<file path="src/lru_key_value_cache_defines.svh">
// Assertion macros shared by the LRU key-value cache RTL.
`ifndef LRU_KEY_VALUE_CACHE_DEFINES_SVH
`define LRU_KEY_VALUE_CACHE_DEFINES_SVH

// Same-cycle implication, checked out of reset.
`define LKV_ASSERT_NOW(label, ante, cons, msg) \
  label: assert property (@(posedge clk_i) disable iff (!rst_ni) (ante) |-> (cons)) \
    else $error(msg);

// Next-cycle implication, checked out of reset.
`define LKV_ASSERT_NEXT(label, ante, cons, msg) \
  label: assert property (@(posedge clk_i) disable iff (!rst_ni) (ante) |=> (cons)) \
    else $error(msg);

`endif

</file>
<file path="src/lkv_pkg.sv">
// Types and constants of the LRU key-value cache.
`default_nettype none
package lkv_pkg;

  localparam int unsigned MAX_ENTRIES_DEF = 16;
  localparam int unsigned KEY_W           = 32;
  localparam int unsigned VAL_W           = 32;
  localparam int unsigned CAP_W           = 5;
  localparam logic [CAP_W-1:0] CAP_RESET  = 5'd16;

  typedef enum logic {
    OP_GET = 1'b0,
    OP_PUT = 1'b1
  } op_e;

  typedef struct packed {
    op_e                     op;
    logic signed [KEY_W-1:0] key;
    logic signed [VAL_W-1:0] value;
  } req_t;

  typedef struct packed {
    logic                    found;
    logic signed [VAL_W-1:0] read_value;
  } rsp_t;

  typedef struct packed {
    logic signed [KEY_W-1:0] key;
    logic signed [VAL_W-1:0] value;
  } entry_t;

endpackage
`default_nettype wire

</file>
<file path="src/lkv_cell.sv">
// One cell of the recency-ordered entry chain: holds an entry and compares its key.
`default_nettype none
module lkv_cell (
  input  wire logic                           clk_i,
  input  wire logic                           rst_ni,
  input  wire logic                           take_i,
  input  wire lkv_pkg::entry_t                entry_i,
  input  wire logic                           valid_i,
  input  wire logic signed [lkv_pkg::KEY_W-1:0] cmp_key_i,
  output lkv_pkg::entry_t                     entry_o,
  output logic                                valid_o,
  output logic                                match_o
);
  import lkv_pkg::*;

  entry_t entry_q;
  logic   valid_q;

  always_ff @(posedge clk_i or negedge rst_ni) begin
    if (!rst_ni) begin
      valid_q <= 1'b0;
    end else if (take_i) begin
      valid_q <= valid_i;
    end
  end

  always_ff @(posedge clk_i) begin
    if (take_i) begin
      entry_q <= entry_i;
    end
  end

  assign entry_o = entry_q;
  assign valid_o = valid_q;
  assign match_o = valid_q && (entry_q.key == cmp_key_i);

endmodule
`default_nettype wire

</file>
<file path="src/lru_key_value_cache.sv">
// LRU key-value cache: a chain of cells kept in recency order, cell 0 most recent.
// A request word passes a compare state across all cells, then an update state that shifts
// the chain; its result word is registered as the update completes, which waits while the
// output register is stalled. A new request word may be accepted as an update completes.
// Reset clears all valid marks and the occupancy and sets capacity to 16; no clearing pass.
`default_nettype none
module lru_key_value_cache #(
  parameter int unsigned MAX_ENTRIES = lkv_pkg::MAX_ENTRIES_DEF
) (
  input  wire logic                       clk_i,
  input  wire logic                       rst_ni,
  input  wire logic                       in_valid_i,
  output logic                            in_stall_o,
  input  wire lkv_pkg::req_t              in_data_i,
  output logic                            out_valid_o,
  input  wire logic                       out_stall_i,
  output lkv_pkg::rsp_t                   out_data_o,
  input  wire logic                       cfg_valid_i,
  output logic                            cfg_ready_o,
  input  wire logic [lkv_pkg::CAP_W-1:0]  cfg_data_i
);
  import lkv_pkg::*;

`include "lru_key_value_cache_defines.svh"

  localparam int unsigned OCC_W = $clog2(MAX_ENTRIES + 1);
  localparam int unsigned LIM_W = (OCC_W > CAP_W) ? OCC_W : CAP_W;

  typedef enum logic [2:0] {
    ST_IDLE = 3'b001,
    ST_CMP  = 3'b010,
    ST_UPD  = 3'b100
  } state_e;

  state_e                  state_q, state_d;
  req_t                    req_q;
  logic [MAX_ENTRIES-1:0]  hit_vec_q;
  logic signed [VAL_W-1:0] hit_val_q, hit_val_d;
  logic [OCC_W-1:0]        occ_q;
  logic [CAP_W-1:0]        cap_q;
  logic                    out_valid_q;
  rsp_t                    out_data_q, out_data_d;

  entry_t                  cell_ent [MAX_ENTRIES];
  entry_t                  cell_in  [MAX_ENTRIES];
  logic [MAX_ENTRIES-1:0]  valid_vec, valid_in, match_vec, take_vec;

  logic                    in_go, upd_go, found, is_put, evict;
  logic [LIM_W-1:0]        cap_ext, occ_ext, max_ext, limit;

  assign found  = |hit_vec_q;
  assign is_put = (req_q.op == OP_PUT);

  // Capacity zero counts as one, anything above the chain length as the chain length.
  assign cap_ext = LIM_W'(cap_q);
  assign occ_ext = LIM_W'(occ_q);
  assign max_ext = LIM_W'(MAX_ENTRIES);
  assign limit   = (cap_ext == '0) ? LIM_W'(1) : ((cap_ext > max_ext) ? max_ext : cap_ext);
  assign evict   = (occ_ext >= limit);

  assign upd_go      = (state_q == ST_UPD) && (!out_valid_q || !out_stall_i);
  assign in_stall_o  = !((state_q == ST_IDLE) || upd_go);
  assign in_go       = in_valid_i && !in_stall_o;
  assign cfg_ready_o = (state_q == ST_IDLE);

  // The cell that moves to the head is always the request key; its value is the new one
  // for a put and the stored one for a get hit.
  for (genvar i = 0; i < MAX_ENTRIES; i++) begin : g_cell
    if (i == 0) begin : g_head
      assign cell_in[i].key   = req_q.key;
      assign cell_in[i].value = is_put ? req_q.value : hit_val_q;
      assign valid_in[i]      = 1'b1;
      assign take_vec[i]      = upd_go && (found || is_put);
    end else begin : g_body
      localparam logic [OCC_W-1:0] Pos = OCC_W'(i);
      assign cell_in[i]  = cell_ent[i-1];
      assign valid_in[i] = valid_vec[i-1];
      // A hit shifts every cell up to the hit position; a new key shifts up to the
      // least recent entry (dropping it) or one past it when there is room.
      assign take_vec[i] = upd_go && (found ? (|hit_vec_q[MAX_ENTRIES-1:i])
                                            : (is_put && ((Pos < occ_q) ||
                                                          (!evict && (Pos == occ_q)))));
    end

    lkv_cell u_cell (
      .clk_i     (clk_i),
      .rst_ni    (rst_ni),
      .take_i    (take_vec[i]),
      .entry_i   (cell_in[i]),
      .valid_i   (valid_in[i]),
      .cmp_key_i (req_q.key),
      .entry_o   (cell_ent[i]),
      .valid_o   (valid_vec[i]),
      .match_o   (match_vec[i])
    );
  end

  always_comb begin
    hit_val_d = '0;
    for (int i = 0; i < MAX_ENTRIES; i++) begin
      hit_val_d = hit_val_d | (match_vec[i] ? cell_ent[i].value : '0);
    end
  end

  always_comb begin
    out_data_d.found      = found;
    out_data_d.read_value = (found && !is_put) ? hit_val_q : '0;
  end

  always_comb begin
    state_d = state_q;
    case (state_q)
      ST_IDLE: begin
        if (in_go) state_d = ST_CMP;
      end
      ST_CMP: begin
        state_d = ST_UPD;
      end
      ST_UPD: begin
        if (upd_go) state_d = in_go ? ST_CMP : ST_IDLE;
      end
      default: begin
        state_d = ST_IDLE;
      end
    endcase
  end

  always_ff @(posedge clk_i or negedge rst_ni) begin
    if (!rst_ni) begin
      state_q     <= ST_IDLE;
      occ_q       <= '0;
      cap_q       <= CAP_RESET;
      out_valid_q <= 1'b0;
    end else begin
      state_q <= state_d;
      if (cfg_valid_i && cfg_ready_o) begin
        cap_q <= cfg_data_i;
      end
      if (upd_go && is_put && !found && !evict) begin
        occ_q <= occ_q + OCC_W'(1);
      end
      if (upd_go) begin
        out_valid_q <= 1'b1;
      end else if (!out_stall_i) begin
        out_valid_q <= 1'b0;
      end
    end
  end

  always_ff @(posedge clk_i) begin
    if (in_go) begin
      req_q <= in_data_i;
    end
    if (state_q == ST_CMP) begin
      hit_vec_q <= match_vec;
      hit_val_q <= hit_val_d;
    end
    if (upd_go) begin
      out_data_q <= out_data_d;
    end
  end

  assign out_valid_o = out_valid_q;
  assign out_data_o  = out_data_q;

  `LKV_ASSERT_NOW(a_hit_unique, state_q == ST_UPD, $onehot0(hit_vec_q), "more than one cell hit")
  `LKV_ASSERT_NOW(a_occ_count, 1'b1, OCC_W'($countones(valid_vec)) == occ_q, "occupancy is off")
  `LKV_ASSERT_NOW(a_occ_bound, 1'b1, occ_q <= OCC_W'(MAX_ENTRIES), "occupancy beyond chain length")
  `LKV_ASSERT_NEXT(a_upd_result, upd_go, out_valid_o, "update finished without a result word")
  `LKV_ASSERT_NEXT(a_accept_cmp, in_go, state_q == ST_CMP, "accepted word did not enter compare")

endmodule
`default_nettype wire
</file>
<file path="config.mk">
export PLATFORM = sky130hd
export DESIGN_NAME = lru_key_value_cache
export DESIGN_NICKNAME = d
export VERILOG_FILES = /design/src/lkv_pkg.sv /design/src/lkv_cell.sv /design/src/lru_key_value_cache.sv
export VERILOG_INCLUDE_DIRS = /design/src /design/src/src
export SDC_FILE = /design/constraint.sdc
export NUM_CORES = 1
export LEC_CHECK = 0
export BUFFER_PORTS_ARGS = -buffer_cell sky130_fd_sc_hd__buf_2
export CAP_MARGIN = 0
export CORE_MARGIN = 4
export CORE_UTILIZATION = 56
export CTS_CLUSTER_SIZE = 8
export DETAILED_ROUTE_END_ITERATION = 10
export PLACE_DENSITY = 0.76
export RECOVER_POWER = 100
export SYNTH_ARGS = -nofsm -noshare
export SYNTH_HDL_FRONTEND = slang
export SYNTH_HIERARCHICAL = 1
export SYNTH_SLANG_ARGS = --single-unit
</file>
<file path="constraint.sdc">
create_clock -name clk_i -period 7.3 [get_ports clk_i]
set_input_delay 1.095 -clock clk_i [delete_from_list [all_inputs] [get_ports clk_i]]
set_output_delay 1.095 -clock clk_i [all_outputs]
set_load 0.1 [all_outputs]
</file>
* Word-level counts from Yosys, hierarchy flattened *
Index checks and enable logic that the tools add are counted.

word-level totals
  register bits after elaboration = 1200
  bits in read-only memories = 0
  RAM bits = 0
  bits in latches = 0
  memories = 0
  output and inout bits = 36

cells by class
  reductions and logical operators = 110
  $lt $le $gt $ge = 17
  eq/ne operators = 37
  shift-type cells = 0
  mux-type cells = 40
  add/sub/neg operators = 1
  $mul = 0
  div/mod/pow operators = 0
  bitwise gates (word level) = 15

operators by type and width
  kind                                                        count
  2-to-1 mux 32 bit                                           17
  == test 32 bit                                              16
  bitwise OR 32 bit                                           15
  logical AND 1 bit                                           69
  == test 4 x 5 -> 1 bit (first input constant)               8
  less-than comparator 4 x 5 -> 1 bit (first input constant)  8
  == test 3 x 5 -> 1 bit (first input constant)               4
  less-than comparator 3 x 5 -> 1 bit (first input constant)  4
  logical OR 1 bit                                            18
  2-to-1 mux 1 bit                                            17
  OR reduction 16 bit                                         1
  OR reduction 15 bit                                         1
  OR reduction 14 bit                                         1
  OR reduction 13 bit                                         1
  OR reduction 12 bit                                         1
  OR reduction 11 bit                                         1
  == test 2 x 5 -> 1 bit (first input constant)               2
  less-than comparator 2 x 5 -> 1 bit (first input constant)  2
  2-to-1 mux 5 bit                                            2
  OR reduction 10 bit                                         1
  case mux 3 bit (3 select lines)                             1
  OR reduction 9 bit                                          1
  OR reduction 8 bit                                          1
  OR reduction 7 bit                                          1
  20 further kinds                                            27

* Logic depth before layout (Yosys ltp) *
Gate-level depths: netlist of the first run.

  depth after elaboration = 18
  depth in mapped cells = 10
  mapped depth without buffers = 10

* Cells and area by module *
Netlist of the first run, hierarchy kept.

modules (own cells, without submodules)
  module               seq. area each (um2)  times used  cells an instance  area an instance (um2)
  lkv_cell             1946.9                16          110                2313.5
  lru_key_value_cache  4737.0                1           785                8961.1

* Least setup slack after synthesis of the first run *
OpenSTA, ideal clock, no wires.

  path kind = input port to flip-flop
  start = in out_stall_i
  end = reg g_cell[9].u_cell.valid_q
  setup time = 87 ps
  data arrival time = 8444 ps
  required time = 7213 ps
  stages = 8
  slack = -1231 ps
  path through = nand2_1 > nand2_1 > inv_1 > o21ai_4 > inv_2 > o31ai_2 > nor3_1 > mux2_2

between the ends
  word-level cells in the longest chain between the ends = 4

ends and longest elaborated chain
  what                  line                       RTL
  from (decl)           lru_key_value_cache.sv:16  input wire logic out_stall_i,
  zero test 1 bit       --
  logical OR 1 bit      lru_key_value_cache.sv:61  assign upd_go = (state_q == ST_UPD) && (!out_valid_q || !out_stall_i);
  logical AND 1 bit     lru_key_value_cache.sv:61
  net upd_go            lru_key_value_cache.sv:48  logic in_go, upd_go, found, is_put, evict;
  logical AND 1 bit     lru_key_value_cache.sv:80  assign take_vec[i] = upd_go && (found ? (|hit_vec_q[MAX_ENTRIES-1:i])
  net take_vec[9]       lru_key_value_cache.sv:46  logic [MAX_ENTRIES-1:0] valid_vec, valid_in, match_vec, take_vec;
  to (signal assigned)  lkv_cell.sv:23             valid_q <= valid_i;
  to (decl)             lkv_cell.sv:17             logic valid_q;

The timed path passes the listed nets, and every way through them passes these cells.
A chain may end at the register's enable or synchronous reset.

* Worst setup path after layout of the first run *
  start = reg req_q (netlist bit cell_in[1007])
  end = reg hit_val_q[6] (data pin)

between the ends
  elaborated cells between the ends (all ways) = 63
  classes of those cells = eq/ne: 16; mux: 16; bitwise: 15; reduce/logical: 16

RTL lines
  what                    line                        RTL
  from (decl)             lru_key_value_cache.sv:36   req_t req_q;
  from (signal assigned)  lru_key_value_cache.sv:152  req_q <= in_data_i;
  == test 32 bit          lkv_cell.sv:35              assign match_o = valid_q && (entry_q.key == cmp_key_i);
  logical AND 1 bit       lkv_cell.sv:35
  net match_vec[15]       lru_key_value_cache.sv:46
  2-to-1 mux 32 bit       lru_key_value_cache.sv:101  hit_val_d = hit_val_d | (match_vec[i] ? cell_ent[i].value : '0);
  bitwise OR 32 bit       lru_key_value_cache.sv:101
  net hit_val_d[6]        lru_key_value_cache.sv:38   logic signed [VAL_W-1:0] hit_val_q, hit_val_d;
  to (signal assigned)    lru_key_value_cache.sv:156  hit_val_q <= hit_val_d;
  to (decl)               lru_key_value_cache.sv:38

The timed path passes the listed nets, and every way through them passes these cells.

==> results of run 1 <==
## worst min path at each step
stage | from | endpoint | slack (ns)
floorplan | g_cell[3].u_cell/entry_o[0] | g_cell[4].u_cell/entry_o[0] | 0.43
global placement | g_cell[14].u_cell/entry_o[3] | g_cell[15].u_cell/entry_o[3] | 0.43
detailed placement | g_cell[3].u_cell/entry_o[5] | g_cell[4].u_cell/entry_o[5] | 0.43
CTS | rst_ni | g_cell[15].u_cell/valid_o | 0.43
global route | g_cell[8].u_cell/entry_o[21] | g_cell[9].u_cell/entry_o[21] | 0.44
finish | g_cell[7].u_cell/entry_o[16] | g_cell[8].u_cell/entry_o[16] | 0.44
## cell usage after synthesis (2+ instances only)
cell type / number
nor4_1: 115
a221oi_1: 130
a21oi_1: 12
clkbuf_1: 61
nand4_1: 52
nand2b_1: 33
a211oi_1: 3
nor2_1: 46
ha_1: 8
dfstp_2: 2
xor2_1: 496
nor2_4: 2
mux2_2: 20
a31oi_1: 3
nor3_1: 27
buf_1: 2
o21ai_0: 9
nor3_2: 19
o41ai_1: 3
nor3b_1: 2
dfrtp_1: 28
xnor2_1: 20
edfxtp_1: 1170
o21ai_1: 2
nand3_1: 36
a22o_1: 128
inv_1: 7
o31ai_1: 3
and2_1: 3
nor2b_1: 4
nand2_1: 77
## kinds of logic after synthesis
family | Yosys count | synth area share [%]
buffers and inverters | 72 | 0.593
muxes | 21 | 0.523
DFF | 1200 | 78.1
adders and majority gates | 8 | 0.218
AOI/OAI and AO/OA | 299 | 5.53
xor gates and xnor gates | 516 | 9.83
and+or+nand+nor | 428 | 5.25
other | 1 | 0.00816
## where the power goes
part | total, mW | internal [mW] | switching, mW | leakage, nW
clock network | 6.86 | 4.16 | 2.70 | 2.20
registers | 8.46 | 8.17 | 0.289 | 11.0
logic | 1.62 | 0.447 | 1.17 | 4.43
## layout by cell type (no fill, tap or decap), types with 20 or more instances in the layout
cell,synthesis,final
nand2_1,77,77
clkbuf_16,0,172
clkbuf_1,61,116
nand3_1,36,37
nor2_1,46,45
nor4_1,115,115
nor3_1,27,26
nand4_1,52,52
edfxtp_1,1170,1170
xor2_1,496,496
a221oi_1,130,128
a22o_1,128,128
nand2b_1,33,33
buf_2,0,67
dfrtp_1,28,28
xnor2_1,20,20
mux2_2,20,20
## metal layers
| layer | up-vias | wire (um) | global-route usage (%) |
|---|---|---|---|
| met3 | 340 | 12900 | 7.69 |
| met4 | 0 | 3670 | 9.49 |
| met5 | - | 0 | 0 |
| met2 | 1706 | 53100 | 41.3 |
| met1 | 12750 | 41300 | 34.1 |
| li1 | 10569 | - | - |
## area by class of cell
cell class | instances | area [um^2] | area share (%)
antenna | 3 | 7.51 | 0.0143
clock buffer | 197 | 4400 | 8.37
clock inverter | 8 | 104 | 0.198
inverter | 9 | 36.3 | 0.0691
multi-input combinational | 1273 | 9960 | 19.0
sequential | 1200 | 35900 | 68.3
tap | 1060 | 1330 | 2.52
timing repair buffer | 179 | 820 | 1.56
## sequential cells by signal, summed over array words and instances (netlist names)
| name | cells |
|---|---|
| hit_vec_q | 16 |
| out_valid_o | 1 |
| occ_ext | 5 |
| is_put | 1 |
| cell_in | 32 |
| g_cell.u_cell/valid_o | 16 |
| cap_ext | 5 |
| g_cell.u_cell/entry_o | 1024 |
| hit_val_q | 32 |
| req_q | 32 |
| state_q | 3 |
| out_data_o | 33 |
## worst max-delay path: stages (launching register included)
cell	delay, ns
edfxtp_1	0.39
clkbuf_1	0.93
xor2_1	0.16
nor4_1	0.63
nand4_1	0.50
nor3_4	0.29
clkbuf_1	2.19
a22o_1	0.34
a221oi_1	0.07
nand4_1	0.35
## through the flow
stage / instances / cell area (um^2) / power, mW
finish: 3929 / 52500 / 16.9
global route: 3926 / 52500 / 17.5
CTS: 3926 / 52900 / 17.0
global placement: 3721 / 48400 / 10.1
detailed placement: 3721 / 48400 / 10.2
floorplan: 2545 / 46000 / 9.62
==> impl_metrics.toml, run 1 <==
[die]
die_h_um = 295
start_util_pct = 56.8
die-width_um = 295
std_cell_rows = 104
coreArea_um2 = 80900
ios = 111
die_area_um2 = 86700

[run_status]
violations = "max-capacitance violations, max-slew violations"
status = "finished with violations"

[run]
drv_cap = 37

[worst_setup_path]
startpoint = "cell_in[1007]"
reg2reg_from = "cell_in[1007]"
crit_type = "flop to flop"
reg2regPathDepth = 9
crit_path_end_kind = "flop"
reg2reg_slack_ns = 1.20
worstSetupStartpointType = "flop"
critPathCapture = "hit_val_q[6]"
cp_max_fo = 33
cp.arrival_ns = 6.65
crit_required_ns = 7.85
crit-reg2reg-capture = "hit_val_q[6]"

[clock_network]
cts.reportedPaths.clkPinSlew_ns = 0.05
insertion_delay_ns = 0.75
h-tree-depth = 4
postCtsSetupRepairBufs = 0
hold_buffers = 0
cts-resized-gates = 0
clock_path_buffers = 3
cts.sinks = 1200
cts_made_buffers = 167
cts_tree = "yes"
cts_root_buffer = "clkbuf_16"

[synth]
synthFlopType = "edfxtp_1"
ys_seq_area_share_pct = 78.1
syn-num-nets = 2628
yosys_warnings = 6
synth_area_um2 = 46000
syn-instance-count = 2545
synthArstFlopShare_pct = 2.50
yosysTopAreaCellShare_pct = 76.4
synth_top_cell_by_area = "edfxtp_1"
yosysUniqueCellTypes = 53
synth_seq_cells = 1200
ys_top_cells_by_area = "edfxtp_1 76%, xor2_1 9.4%, a221oi_1 2.5%"
synth_edf_count = 1170
syn_area_per_cell_um2 = 18.1

[placement]
dp_slack_ns = 2.18
dp.final_hpwl_mm = 62.8
routabilityCongestion = 0.828
port_buffers = 110

[drt]
drc_errors = 0
wire_per_inst_um = 28.2
first_pass_iters = 8
wl_mm = 111
vias = 25365
drtIter0Drc = 2849
drtAntennaViolNets = 0
viasPerCell = 6.46

[timing]
finalSetupTns_ns = 0
setup_violations = 0
fin_worst_skew_ns = 0.0352
max_freq_mhz = 164
worst_slack_ns = 1.20
whs_ns = 0.437
slew_violations = 1228
finalCritPeriodShare_pct = 83.6
slew_headroom_pct = -164
hold_viol = 0
worst-slew-pin-transition_ns = 3.96
rsz0062_at_grt = "false"
period_needed_ns = 6.10

[pwr]
max-vdd-ir-drop_mv = 0.269
power_leakage_nw = 17.6
power_density_nw_per_um2 = 322

[finish]
fill_cells = 5310
final_util_pct = 64.9
area_growth_pct = 14.3
drive_above_1_share_pct = 11.4
fin_nets = 2913

[global_route]
grt_max_degree = 71
grt_pass1_vias = 26808
grt_overflow_total = 0
track_usage_pct = 25.8
grt_pass1_wl_mm = 166
antenna_found_initial = 1

[min_path]
min_path_type = "flop to flop"
whs_path_depth = 0
(Power assumes the default switching activity.)
==> run 2: changes to the inputs <==
- ABC_AREA: unset -> 1
- clock period: 7.3 -> 5.6 ns (I/O delays scaled with it)
==> impl_metrics.toml, run 2 <==
[timing]
fin_worst_skew_ns = 0.0653
worst-slew-pin-transition_ns = 3.98
max_freq_mhz = 220
rsz0062_at_grt = "false"
slew_violations = 844
finalSetupTns_ns = 0
hold_viol = 0
finalCritPeriodShare_pct = 81.0
slew_headroom_pct = -165
period_needed_ns = 4.54
setup_violations = 0

[die]
die_h_um = 308
start_util_pct = 56.8
std_cell_rows = 109
die-width_um = 308
ios = 111
die_area_um2 = 94900
coreArea_um2 = 88800

[synth]
synthTopCellsByCount = "1499 x nand2_1, 1170 x edfxtp_1, 714 x inv_1"
synthFlopType = "edfxtp_1"
syn-instance-count = 4539
yosysTopAreaCellShare_pct = 69.7
yosysUniqueCellTypes = 43
syn-num-nets = 4622
ys_top_cells_by_area = "edfxtp_1 70%, nand2_1 11%, inv_1 5.3%"
synth_top_cell_by_area = "edfxtp_1"
synth_area_um2 = 50400
syn_area_per_cell_um2 = 11.1
synth_edf_count = 1170
synthArstFlopShare_pct = 2.50
yosys_warnings = 6
synth_most_common_cell = "nand2_1"
ys_seq_area_share_pct = 71.2
synth_seq_cells = 1200

[worst_setup_path]
worstSetupStartpointType = "flop"
cp_max_fo = 42
reg2reg_from = "hit_vec_q[15]"
reg2reg_slack_ns = 1.06
crit_required_ns = 5.94
crit-reg2reg-capture = "g_cell[14].u_cell/entry_o[60]"
crit_path_end_kind = "flop"
cp.arrival_ns = 4.88
reg2regPathDepth = 9
crit_type = "flop to flop"

[run]
drv_cap = 25

[drt]
viasPerCell = 5.50
wire_per_inst_um = 19.8
first_pass_iters = 5
drc_errors = 0
drtAntennaViolNets = 0
vias = 33224
wl_mm = 119
drtIter0Drc = 3730

[placement]
routabilityCongestion = 0.844
port_buffers = 110
dp.final_hpwl_mm = 74.1

[global_route]
track_usage_pct = 25.5
grt_pass1_wl_mm = 185
grt_max_degree = 67
antenna_found_initial = 1
grt_pass1_vias = 33643
grt_overflow_total = 0

[clock_network]
cts.reportedPaths.clkPinSlew_ns = 0.05
cts_tree = "yes"
clock_path_buffers = 3
hold_buffers = 0
cts.sinks = 1200
postCtsSetupRepairBufs = 0
cts_root_buffer = "clkbuf_16"
cts-resized-gates = 0
h-tree-depth = 4
insertion_delay_ns = 0.77
cts_made_buffers = 168

[finish]
drive_above_1_share_pct = 7.68
final_common_cell = "nand2_1"
most-common-layout-cells = "1501 x nand2_1, 1170 x edfxtp_1, 708 x inv_1, 329 x nor2_1, 168 x clkbuf_16"
final_util_pct = 64.7
fill_cells = 6192
diodes = 0
fin_nets = 4904
largest_reg_flops = 1024
area_growth_pct = 14.0

[run_status]
violations = "max-capacitance violations, max-slew violations"
status = "finished with violations"

[min_path]
hold_start = "in_data_i[56]"
min_path_type = "input port to flop"
holdPathEnd = "cell_in[1016]"
whs_path_depth = 1

[pwr]
power_leakage_nw = 23.2
power_density_nw_per_um2 = 430
max-vdd-ir-drop_mv = 0.428
run 2: cell types whose count changed in the layout (fill, tap and decap cells not counted), sizes merged, moves of 33 or more:
cell and delta:
nand2b -33, xor2 -445, inv +713, o21ai +149, nand2 +1440, a22o -85, xnor2 +61, nand3 +71
nor2 +316, a221oi -102, nor4 -115
run 2: layout make-up:
type                            instances  area [um^2]  area share [%]
Clock inverter                         16          418           0.728
Inverter                              733         2760            4.81
Clock buffer                          214         4390            7.64
Tap cell                             1165         1460            2.54
Sequential cell                      1200        35900            62.5
Multi-Input combinational cell       2545        11600            20.2
Timing Repair Buffer                  173          908            1.58
run 2: worst max path at each step:
stage	slack (ns)	end	startpoint	cells past startpoint
floorplan	0.30	g_cell[5].u_cell/valid_o	cap_ext[0]	12
global placement	1.86	g_cell[12].u_cell/entry_o[40]	out_stall_i	10
detailed placement	1.78	g_cell[12].u_cell/entry_o[56]	out_stall_i	10
CTS	1.80	g_cell[8].u_cell/entry_o[51]	cap_ext[1]	12
global route	0.80	hit_val_q[12]	cell_in[995]	16
finish	1.06	g_cell[14].u_cell/entry_o[60]	hit_vec_q[15]	9
run 2: critical path, stage by stage (launching register included):
cell,delay [ns]
edfxtp_1,0.40
nor2_1,0.08
nand3_1,0.17
nor2_4,0.04
nand2_1,0.61
nand2_1,0.30
nand2_4,0.50
nand3b_1,0.21
nor2_4,0.72
clkbuf_2,1.04
run 2: cells by family after synthesis:
kind of cell	Yosys count	share of synthesized area (%)
compound gates	290	3.56
xor+xnor	132	2.29
fa+ha+maj	8	0.199
buf+inv	794	5.96
flops	1200	71.2
mux	3	0.0670
other cells	1	0.00744
simple gates	2111	16.7
run 2: power breakdown:
group          switching (mW)  internal, mW
registers               0.708          11.4
logic                    2.50         0.922
clock network            3.75          5.48
total                    6.97          17.8
run 2: per-layer routing:
layer  wire length (um)  track usage (%)
met4               3820             9.22
met5                 15                0
met3              11800             5.43
met1              46400             33.9
met2              57300             42.1
run 2: through the flow:
step / area (um^2) / setup WS (ns) / cells / total power [mW] / hold WS [ns]
4_1_cts: 57700 / 1.80 / 6046 / 24.8 / 0.148
6_report: 57400 / 1.06 / 6046 / 24.7 / 0.243
5_1_grt: 57400 / 0.797 / 6046 / 25.8 / 0.210
2_1_floorplan: 50400 / 0.301 / 4539 / 14.3 / 0.426
3_5_place_dp: 52900 / 1.78 / 5816 / 15.6 / 0.432
3_3_place_gp: 52900 / 1.86 / 5816 / 15.4 / 0.427
